### src/rtl/feic_pkg.sv
// ----------------------------------------------------------------------------
// feic_pkg
// Shared types and constants of the four-channel edge interval capture block.
// ----------------------------------------------------------------------------
package feic_pkg;

    localparam int ELAPSED_W = 22;

    localparam logic [1:0] CMD_TICK    = 2'd0;
    localparam logic [1:0] CMD_CAPTURE = 2'd1;
    localparam logic [1:0] CMD_READ    = 2'd2;

    typedef struct packed {
        logic                 done_res;
        logic                 too_long;
        logic [ELAPSED_W-1:0] elapsed;
    } t_result;

endpackage

### src/rtl/feic_ram.sv
// ----------------------------------------------------------------------------
// feic_ram
// Generic single-write, single-read RAM with registered read data.
// ----------------------------------------------------------------------------
module feic_ram #(
    parameter int WIDTH = 8,
    parameter int DEPTH = 4
) (
    input  logic                                       i_clk,
    input  logic                                       i_we,
    input  logic [((DEPTH > 1) ? $clog2(DEPTH) : 1)-1:0] i_waddr,
    input  logic [WIDTH-1:0]                           i_wdata,
    input  logic                                       i_re,
    input  logic [((DEPTH > 1) ? $clog2(DEPTH) : 1)-1:0] i_raddr,
    output logic [WIDTH-1:0]                           o_rdata
);

    logic [WIDTH-1:0] r_mem [DEPTH];
    logic [WIDTH-1:0] r_rdata;

    always_ff @(posedge i_clk) begin
        if (i_we) begin
            r_mem[i_waddr] <= i_wdata;
        end
        if (i_re) begin
            r_rdata <= r_mem[i_raddr];
        end
    end

    assign o_rdata = r_rdata;

endmodule

### src/rtl/feic_outq.sv
// ----------------------------------------------------------------------------
// feic_outq
// Two-entry result queue between the update stage and the output channel.
// ----------------------------------------------------------------------------
module feic_outq (
    input  logic              i_clk,
    input  logic              i_rst_n,
    input  logic              i_push,
    input  feic_pkg::t_result i_data,
    input  logic              i_pop,
    output feic_pkg::t_result o_data,
    output logic              o_valid,
    output logic [1:0]        o_count
);

    feic_pkg::t_result r_q [2];
    logic [1:0]        r_cnt;
    logic [1:0]        n_cnt;
    logic              wslot;

    assign wslot   = (r_cnt == 2'd0) ? 1'b0 : ((r_cnt == 2'd1) ? !i_pop : 1'b1);
    assign n_cnt   = r_cnt + {1'b0, i_push} - {1'b0, i_pop};
    assign o_data  = r_q[0];
    assign o_valid = (r_cnt != 2'd0);
    assign o_count = r_cnt;

    always_ff @(posedge i_clk) begin
        if (!i_rst_n) begin
            r_cnt <= 2'd0;
        end else begin
            r_cnt <= n_cnt;
        end
    end

    always_ff @(posedge i_clk) begin
        if (i_push && !wslot) begin
            r_q[0] <= i_data;
        end else if (i_pop) begin
            r_q[0] <= r_q[1];
        end
        if (i_push && wslot) begin
            r_q[1] <= i_data;
        end
    end

endmodule

### src/rtl/four_channel_edge_interval_capture.sv
// ----------------------------------------------------------------------------
// four_channel_edge_interval_capture
// Per-channel interval measurement between two captured counter edges.
//
// Input channel (i_valid / o_ready) carries one command per transfer: an
// overflow tick for all channels, a capture edge with its counter value, or
// a read-and-clear of one channel. Every command yields exactly one result
// transfer on the output channel (o_valid / i_ready), in command order.
// Ticks and captures return all zeros; a read of a finished channel returns
// done, the too-long flag and the elapsed tick count, then frees the channel.
// Throughput is one command per cycle while o_ready is high. The start/
// interval RAM read is launched at the transfer edge, and the update,
// write-back and result queue write happen at the next edge. Channel flags
// and overflow counts sit in flops so a tick updates all channels together;
// a bypass covers a read of the entry being written back at the same edge.
// Reset leaves every channel idle; the RAM needs no clearing pass. A stalled
// receiver fills a two-entry result queue, after which o_ready drops until
// results drain.
// ----------------------------------------------------------------------------
module four_channel_edge_interval_capture #(
    parameter int CHANNELS      = 4,
    parameter int COUNTER_BITS  = 16,
    parameter int OVERFLOW_BITS = 6
) (
    input  logic        i_clk,
    input  logic        i_rst_n,
    input  logic        i_valid,
    output logic        o_ready,
    input  logic [1:0]  i_cmd,
    input  logic [1:0]  i_channel,
    input  logic [15:0] i_capture_value,
    output logic        o_valid,
    input  logic        i_ready,
    output logic        o_done_res,
    output logic        o_too_long,
    output logic [21:0] o_elapsed
);

    localparam int AW = (CHANNELS > 1) ? $clog2(CHANNELS) : 1;
    localparam int XW = (AW > 2) ? AW : 2;
    localparam int SW = (COUNTER_BITS > 16) ? COUNTER_BITS : 16;
    localparam int EW = COUNTER_BITS + OVERFLOW_BITS;
    localparam int OW = feic_pkg::ELAPSED_W;
    localparam logic [OVERFLOW_BITS-1:0] OVF_MAX = {OVERFLOW_BITS{1'b1}};

    typedef struct packed {
        logic write_start;
        logic write_interval;
        logic read_hit;
    } t_s1_op;

    logic                     fire;
    logic [XW-1:0]            chan_x;
    logic [AW-1:0]            addr;
    logic                     in_range;
    logic [SW-1:0]            cap_x;
    logic [COUNTER_BITS-1:0]  stamp;

    logic                     r_started  [CHANNELS];
    logic                     r_finished [CHANNELS];
    logic                     r_sat      [CHANNELS];
    logic [OVERFLOW_BITS-1:0] r_ovf      [CHANNELS];
    logic                     n_started  [CHANNELS];
    logic                     n_finished [CHANNELS];
    logic                     n_sat      [CHANNELS];
    logic [OVERFLOW_BITS-1:0] n_ovf      [CHANNELS];
    t_s1_op                   n_s1_op;

    logic                     r_s1_valid;
    t_s1_op                   r_s1_op;
    logic [AW-1:0]            r_s1_addr;
    logic [COUNTER_BITS-1:0]  r_s1_stamp;
    logic [OVERFLOW_BITS-1:0] r_s1_ovf;
    logic                     r_s1_sat;
    logic                     r_fwd_hit;
    logic [EW-1:0]            r_fwd_data;

    logic [EW-1:0]            ram_q;
    logic [EW-1:0]            rd_data;
    logic [EW-1:0]            total;
    logic [EW-1:0]            wdata;
    logic                     we;
    feic_pkg::t_result        s1_res;

    feic_pkg::t_result        q_data;
    logic                     q_valid;
    logic [1:0]               q_cnt;
    logic                     q_pop;
    logic [2:0]               occ;

    assign fire     = i_valid && o_ready;
    assign chan_x   = XW'(i_channel);
    assign addr     = chan_x[AW-1:0];
    assign in_range = int'(i_channel) < CHANNELS;
    assign cap_x    = SW'(i_capture_value);
    assign stamp    = cap_x[COUNTER_BITS-1:0];

    // channel flags and overflow counts
    always_comb begin
        n_started  = r_started;
        n_finished = r_finished;
        n_sat      = r_sat;
        n_ovf      = r_ovf;
        n_s1_op    = '0;
        if (fire) begin
            unique case (i_cmd)
                feic_pkg::CMD_TICK: begin
                    for (int ch = 0; ch < CHANNELS; ch++) begin
                        if (r_started[ch] && !r_finished[ch]) begin
                            if (r_ovf[ch] == OVF_MAX) begin
                                n_finished[ch] = 1'b1;
                                n_sat[ch]      = 1'b1;
                            end else begin
                                n_ovf[ch] = r_ovf[ch] + 1'b1;
                            end
                        end
                    end
                end
                feic_pkg::CMD_CAPTURE: begin
                    if (in_range && !r_finished[addr]) begin
                        if (r_started[addr]) begin
                            n_finished[addr]       = 1'b1;
                            n_s1_op.write_interval = 1'b1;
                        end else begin
                            n_started[addr]     = 1'b1;
                            n_sat[addr]         = 1'b0;
                            n_ovf[addr]         = '0;
                            n_s1_op.write_start = 1'b1;
                        end
                    end
                end
                feic_pkg::CMD_READ: begin
                    if (in_range && r_finished[addr]) begin
                        n_started[addr]  = 1'b0;
                        n_finished[addr] = 1'b0;
                        n_sat[addr]      = 1'b0;
                        n_ovf[addr]      = '0;
                        n_s1_op.read_hit = 1'b1;
                    end
                end
                default: begin
                end
            endcase
        end
    end

    always_ff @(posedge i_clk) begin
        if (!i_rst_n) begin
            for (int ch = 0; ch < CHANNELS; ch++) begin
                r_started[ch]  <= 1'b0;
                r_finished[ch] <= 1'b0;
                r_sat[ch]      <= 1'b0;
                r_ovf[ch]      <= '0;
            end
        end else begin
            r_started  <= n_started;
            r_finished <= n_finished;
            r_sat      <= n_sat;
            r_ovf      <= n_ovf;
        end
    end

    // update stage
    always_ff @(posedge i_clk) begin
        if (!i_rst_n) begin
            r_s1_valid <= 1'b0;
            r_s1_op    <= '0;
            r_fwd_hit  <= 1'b0;
        end else begin
            r_s1_valid <= fire;
            r_s1_op    <= n_s1_op;
            if (fire) begin
                r_fwd_hit <= we && (r_s1_addr == addr);
            end
        end
    end

    always_ff @(posedge i_clk) begin
        if (fire) begin
            r_s1_addr  <= addr;
            r_s1_stamp <= stamp;
            r_s1_ovf   <= r_ovf[addr];
            r_s1_sat   <= r_sat[addr];
            r_fwd_data <= wdata;
        end
    end

    feic_ram #(
        .WIDTH (EW),
        .DEPTH (CHANNELS)
    ) u_ram (
        .i_clk   (i_clk),
        .i_we    (we),
        .i_waddr (r_s1_addr),
        .i_wdata (wdata),
        .i_re    (fire),
        .i_raddr (addr),
        .o_rdata (ram_q)
    );

    assign rd_data = r_fwd_hit ? r_fwd_data : ram_q;
    assign total   = {r_s1_ovf, {COUNTER_BITS{1'b0}}} + EW'(r_s1_stamp)
                   - EW'(rd_data[COUNTER_BITS-1:0]);
    assign wdata   = r_s1_op.write_interval ? total : EW'(r_s1_stamp);
    assign we      = r_s1_valid && (r_s1_op.write_start || r_s1_op.write_interval);

    always_comb begin
        s1_res = '0;
        if (r_s1_op.read_hit) begin
            s1_res.done_res = 1'b1;
            s1_res.too_long = r_s1_sat;
            s1_res.elapsed  = r_s1_sat ? OW'({EW{1'b1}}) : OW'(rd_data);
        end
    end

    feic_outq u_outq (
        .i_clk   (i_clk),
        .i_rst_n (i_rst_n),
        .i_push  (r_s1_valid),
        .i_data  (s1_res),
        .i_pop   (q_pop),
        .o_data  (q_data),
        .o_valid (q_valid),
        .o_count (q_cnt)
    );

    assign q_pop   = q_valid && i_ready;
    assign occ     = {1'b0, q_cnt} + {2'b00, r_s1_valid};
    assign o_ready = (occ < 3'd2) || ((occ == 3'd2) && q_pop);

    assign o_valid    = q_valid;
    assign o_done_res = q_data.done_res;
    assign o_too_long = q_data.too_long;
    assign o_elapsed  = q_data.elapsed;

endmodule
### config.mk
export PLATFORM = sky130hd
export DESIGN_NAME = four_channel_edge_interval_capture
export DESIGN_NICKNAME = d
export VERILOG_FILES = /design/src/rtl/feic_pkg.sv /design/src/rtl/feic_ram.sv /design/src/rtl/feic_outq.sv /design/src/rtl/four_channel_edge_interval_capture.sv
export SDC_FILE = /design/constraint.sdc
export NUM_CORES = 1
export LEC_CHECK = 0
export ABC_CLOCK_PERIOD_IN_PS = 7500
export BUFFER_PORTS_ARGS = -buffer_cell sky130_fd_sc_hd__buf_2
export CAP_MARGIN = 25
export CORE_MARGIN = 3
export CORE_UTILIZATION = 25
export CTS_CLUSTER_SIZE = 30
export DETAILED_ROUTE_END_ITERATION = 8
export GPL_TIMING_DRIVEN = 0
export REMOVE_ABC_BUFFERS = 1
export SLEW_MARGIN = 0
export SYNTH_ARGS = -nofsm -noshare
export SYNTH_HDL_FRONTEND = slang
export SYNTH_SLANG_ARGS = --single-unit
### constraint.sdc
create_clock -name i_clk -period 7.5 [get_ports i_clk]
set_input_delay 1.5 -clock i_clk [delete_from_list [all_inputs] [get_ports i_clk]]
set_output_delay 1.5 -clock i_clk [all_outputs]
set_load 0.03 [all_outputs]
==> results_dict.tcl, run 1 <==
set metrics [dict create \
    run_status "completed" \
    synthMostInstantiatedCell "edfxtp_1" \
    synth_top_area_frac 0.5370 \
    hold_violations 0 \
    synth_cells 824 \
    initial_core_util 0.2559 \
    fin_nets 915 \
    worst_ep_required_time_ns 7.75 \
    gp_congestion 0.7564 \
    drt-total-wl_microns 24260 \
    cts_resized 0 \
    slew_headroom 0.3173 \
    worst_slew_pin_slew_ns 1.011 \
    synth_commonest_cells "edfxtp_1 (205), mux2_2 (55), nand2_1 (47)" \
    fin_ws_ns 3.318 \
    ctsHtreeMaxLevel 1 \
    synth_warnings 0 \
    crit_arrival_ns 4.43 \
    path_clk_slew_ns 0.06 \
    start_kind "register" \
    p_sw_frac 0.2730 \
    cts_root_buf "clkbuf_16" \
    ir_drop_v 0.0001600 \
    cp_max_fo 14 \
    die_h_microns 220.1 \
    clk_latency_ns 0.53 \
    cap_viol_max_count 0 \
    cts.path.max_buffers 3 \
    area_growth_pct 17.16 \
    power_frac_comb 0.189 \
    antenna_found_initial 1 \
    coreArea_sq_um 44800 \
    crit_path_end_kind "register" \
    globalRouteMet2Util 0.1724 \
    path_class "register to register" \
    port_buffers 49 \
    drtIter0Drc 537 \
    seqPwrFrac 0.452 \
    numCtsBuffers 27 \
    grt_max_degree 39 \
    max_freq_ghz 0.2391 \
    dr.pass1.iters 5 \
    ys_seq_area_frac 0.6121 \
    drive_gt1_frac 0.2463 \
    hold_path_class "register to register" \
    avgSynthCellArea_sq_um 13.91 \
    power_density_nw_per_um2 284.3 \
    antenna_left 0 \
    drv_slew 0 \
    drc 0 \
    dieArea_sq_um 48460 \
    internal_power_w 0.002775 \
    clkPwrFrac 0.359 \
    synth_edf_count 205 \
    setup_violations 0 \
    io_pins 50 \
    stdcell_area_sq_um 13430 \
    die-width_microns 220.1 \
    yosysTopAreaCell "edfxtp_1" \
    clock_skew_ns 0.01040 \
    avgViaCountPerCell 4.578 \
    dpl.hpwl_microns 17130 \
    grt_use_total 0.09986 \
    wire_per_inst_microns 16.46 \
    grt_util_met3 0.01936 \
    use_met1 0.1293 \
    rsz0062_at_grt "false" \
    grt_pass1_vias 6795 \
    min_period_ns 4.182 \
    power_switching_w 0.001042 \
    ys_seq_elements 248 \
    cts_setup_buffers 0 \
    power_leakage_nw 4.637 \
    yosys-top-cells-area "edfxtp_1 (54%), dfxtp_1 (7.5%), mux4_2 (6.1%), mux2_2 (5.4%), ha_1 (3.3%)" \
    grt_pass1_wl_microns 38370 \
    rows 77 \
    setup-tns-final_ns 0 \
    period_share 0.5576 \
    vias 6748 \
    cts_tree "yes" \
    synthArstFlopShare 0 \
    post-place-ws_ns 3.121 \
    synth_area_sq_um 11460 \
    synthFlopType "edfxtp_1" \
    cts_hold_buf 0 \
    overflow 0 \
    cts.sinks 248 \
    gr-max-usage-layer "met2" \
    placed_cell_area_sq_um 12480 \
    ys_types 60 \
]
-- metrics by stage --
| stage | std cells | total power [W] | utilization | hold WS [ns] |
|---|---|---|---|---|
| 5_1_grt | 1473 | 0.003999 | 0.2997 | 0.5423 |
| 4_1_cts | 1472 | 0.003863 | 0.2991 | 0.4968 |
| 3_5_place_dp | 1422 | 0.002483 | 0.2786 | 0.4885 |
| 2_1_floorplan | 765 | 0.002227 | - | 0.4450 |
| 3_3_place_gp | 1406 | 0.002436 | 0.2711 | 0.4820 |
| 6_report | 1474 | 0.003818 | 0.2998 | 0.4909 |
-- cell usage in the layout, fill, tap and decap left out, types with 6 or more instances in the layout --
cell type and instances:
clkinv_2 7, mux2i_1 10, buf_2 49, inv_1 37
xnor2_1 8, ha_1 30, a211o_1 6, nor2b_1 6
mux2_2 55, xor2_1 7, nand2b_1 17, clkbuf_16 27
nor3_1 7, dfxtp_1 43, buf_16 6, nand3b_1 8
nand3_1 15, a21oi_1 35, mux4_2 31, nor4_1 7
o21a_1 28, a21o_1 10, edfxtp_1 205, o21ai_0 20
nand2_1 47, clkbuf_1 7, or2_2 7, nor2_1 28
a211oi_1 11
-- cells by family after synthesis --
| logic type | after synthesis | share of synthesized area |
|---|---|---|
| flip-flops | 248 | 0.6121 |
| AND/OR/NAND/NOR | 177 | 0.08241 |
| AO/OA/AOI/OAI | 161 | 0.09714 |
| buffers and inverters | 96 | 0.03875 |
| multiplexers | 96 | 0.1237 |
| adder cells (fa/ha/maj) | 31 | 0.03449 |
| XOR/XNOR | 15 | 0.01146 |
-- layout make-up --
class                           count  area (sq um)
Inverter                           37         138.9
Sequential cell                   248          7017
Tap cell                          592         740.7
Antenna cell                        1         2.502
Timing Repair Buffer               66         560.5
Fill cell                        4471         31370
Clock inverter                     15         201.4
Multi-Input combinational cell    480          4054
Clock buffer                       35         715.7
-- worst max-delay path: stages, from the launching register on --
cell and delay, ns:
dfxtp_1 0.85, buf_8 0.25, mux2_2 0.39, inv_1 0.06
ha_1 0.26, a21oi_1 0.19, nand2_1 0.11, o21ai_0 0.46
a21oi_1 0.22, a2111oi_0 0.49, mux2i_1 0.60
-- power groups by stage --
| stage | combinational [W] | sequential [W] | clock [W] |
|---|---|---|---|
| final | 0.000723 | 0.00172 | 0.00137 |
| after global routing | 0.000801 | 0.00174 | 0.00146 |
| after CTS | 0.000723 | 0.00174 | 0.00140 |
| after detailed placement | 0.000720 | 0.00176 | 0 |
| after global placement | 0.000662 | 0.00177 | 0 |
| after floorplan | 0.000391 | 0.00184 | 0 |
-- per-layer routing --
layer | vias up | part of all wire
li1 | 3223 | -
met1 | 3345 | 0.45
met2 | 143 | 0.48
met3 | 35 | 0.042
met4 | 2 | 0.023
met5 | - | 0.00029
-- final timing paths --
| check | start | to | slack (ns) | cells past startpoint |
|---|---|---|---|---|
| worst max-delay path | r_fwd_hit$_SDFFE_PN0P_ | u_ram.r_mem[3][17]$_DFFE_PP_ | 3.32 | 10 |
| worst min-delay path | register | register | 0.49 | 2 |
| worst max register to register | r_fwd_hit$_SDFFE_PN0P_ | u_ram.r_mem[3][17]$_DFFE_PP_ | 3.32 | 10 |
| worst min register to register | register | register | 0.49 | 2 |
-- registers in the layout (all words and copies together) (netlist names), named ones only --
signal and flops:
u_ram.o_rdata 22, r_s1_addr 2, r_sat 4, r_ovf 24, u_ram.r_mem 88, r_s1_op 3
r_finished 4, r_s1_stamp 16, u_outq.r_q 48, r_s1_sat 1, r_fwd_data 22, r_s1_valid 1
u_outq.o_count 2, r_fwd_hit 1, r_s1_ovf 6
Power figures use the tool's default switching activity.
==> run 2, diff against run 1 <==
ABC_CLOCK_PERIOD_IN_PS = 4160   (was 7500)
clock period = 4.16 ns   (was 7.5 ns; I/O delays follow)
==> run 2 against run 1 <==
Effect of this change:
- clock skew about the same
- die area is the same
- global-route usage is the same
- flip-flop and latch count stayed put
- sequential share of layout area about the same
- clock power is 80% higher
- first-iteration DRC count grew 0.37%
- combinational power increased by 80%
==> results_dict.tcl, run 2 (same netlist as run 1, synthesis figures left out) <==
set metrics [dict create \
    worst_ep_required_time_ns 4.45 \
    grt_pass1_vias 6795 \
    crit_family "compound AO/OA/AOI/OAI gates" \
    grt_pass1_wl_microns 38370 \
    crit_buf_inv 2 \
    grt_use_total 0.09986 \
    vias 6744 \
    setup_violations 0 \
    dr.pass1.iters 5 \
    antenna_left 0 \
    max_freq_ghz 0.2605 \
    run_status "completed" \
    grt_max_degree 39 \
    largest_reg_flops 88 \
    path_class "register to register" \
    hold_path_class "primary input to register" \
    drt-total-wl_microns 24280 \
    crit_path_end_kind "register" \
    layout_commonest_cell "edfxtp_1" \
    worst_slew_pin_slew_ns 1.011 \
    dpl.hpwl_microns 17130 \
    io_pins 50 \
    max_stage_delay_ns 0.60 \
    drc 0 \
    cts_tree "yes" \
    avgViaCountPerCell 4.575 \
    regMostFlops "u_ram.r_mem" \
    slew_headroom 0.3173 \
    cap_viol_max_count 0 \
    rows 77 \
    reg.largest.list "u_ram.r_mem (88), u_outq.r_q (48), r_ovf (24)" \
    crit_arrival_ns 4.13 \
    fin_total_pwr_w 0.006884 \
    fin_nets 915 \
    port_buffers 49 \
    wire_per_inst_microns 16.47 \
    path_common_cell "a21oi_1" \
    power_density_nw_per_um2 512.4 \
    ctsHtreeMaxLevel 1 \
    initial_core_util 0.2559 \
    slowest_stage "dfxtp_2" \
    fillers 4468 \
    hold_violations 0 \
    coreArea_sq_um 44800 \
    clk_latency_ns 0.53 \
    drtIter0Drc 539 \
    clock_skew_ns 0.01070 \
    die-width_microns 220.1 \
    stdcell_area_sq_um 13440 \
    drive_gt1_frac 0.2486 \
    start_kind "register" \
    path_clk_slew_ns 0.06 \
    final_cell_mix "edfxtp_1 (205), mux2_2 (55), buf_2 (49)" \
    ir_drop_v 0.0002884 \
    fin_ws_ns 0.3213 \
    overflow 0 \
    dieArea_sq_um 48460 \
    crit_chain "buf_8 > mux2_2 > inv_1 > ha_1 > a21oi_1 > nand2_1 > o21ai_0 > a21oi_1 > a2111oi_0 > mux2i_2" \
    period_share 0.9228 \
    min_period_ns 3.839 \
    cts_setup_buffers 0 \
    cts_root_buf "clkbuf_16" \
    area_growth_pct 17.20 \
    rsz0062_at_grt "false" \
    cp_max_fo 14 \
    gp_congestion 0.7564 \
    cts.path.max_buffers 3 \
    die_h_microns 220.1 \
    cts.sinks 248 \
    antenna_found_initial 1 \
    numCtsBuffers 27 \
    drv_slew 0 \
    post-place-ws_ns -0.03447 \
    power_leakage_nw 4.637 \
    placed_cell_area_sq_um 12480 \
]
-- run 2: timing repair --
action | in CTS | in global routing
endpoints found under the setup margin | 5 | 5
cloned | 0 | 0
hold endpoints to repair | 0 | 0
resized for setup | 1 | 1
hold buffers | 0 | 0
-- run 2: cell type report --
type / instances / area [sq um] / area share
diodes: 1 / 2.502 / 0.0001863
clock buffers: 35 / 715.7 / 0.05327
clock inverters: 15 / 201.4 / 0.01499
inverters: 37 / 138.9 / 0.01034
multi-input cells: 480 / 4058 / 0.3020
flip-flops and latches: 248 / 7018 / 0.5223
well taps: 592 / 740.7 / 0.05513
repair buffers: 66 / 560.5 / 0.04172
-- run 2: report_power, final --
part | switching (W) | leakage [nW] | total [W] | internal, W
combinational | 0.000831 | 1.95 | 0.00130 | 0.000473
sequential | 0.0000995 | 2.23 | 0.00311 | 0.00301
clock | 0.000949 | 0.454 | 0.00247 | 0.00152
-- run 2: final timing paths --
check | slack (ns) | from | end | depth (start not counted)
worst max-delay path | 0.32 | r_fwd_hit$_SDFFE_PN0P_ | u_ram.r_mem[3][17]$_DFFE_PP_ | 10
worst min register to register | 0.49 | register | register | 2
worst min-delay path | 0.48 | i_capture_value[13] | r_s1_stamp[13]$_DFFE_PP_ | 1
worst max register to register | 0.32 | r_fwd_hit$_SDFFE_PN0P_ | u_ram.r_mem[3][17]$_DFFE_PP_ | 10
-- run 2: per-layer routing --
metal  track usage  up-vias  wire (microns)
li1              -     3225               -
met1        0.1293     3337           10920
met2        0.1724      141           11760
met3       0.01936       39            1022
met4       0.02490        2             573
met5             0        -               7
-- run 2: metrics by stage --
| step | hold slack [ns] | instances | utilization | TNS [ns] |
|---|---|---|---|---|
| global placement | 0.4820 | 1406 | 0.2711 | -87.63 |
| floorplan | 0.4450 | 765 | - | 0 |
| detailed placement | 0.4885 | 1422 | 0.2786 | -0.1720 |
| global route | 0.4495 | 1473 | 0.2998 | 0 |
| CTS | 0.4413 | 1472 | 0.2991 | 0 |
| finish | 0.4755 | 1474 | 0.2999 | 0 |
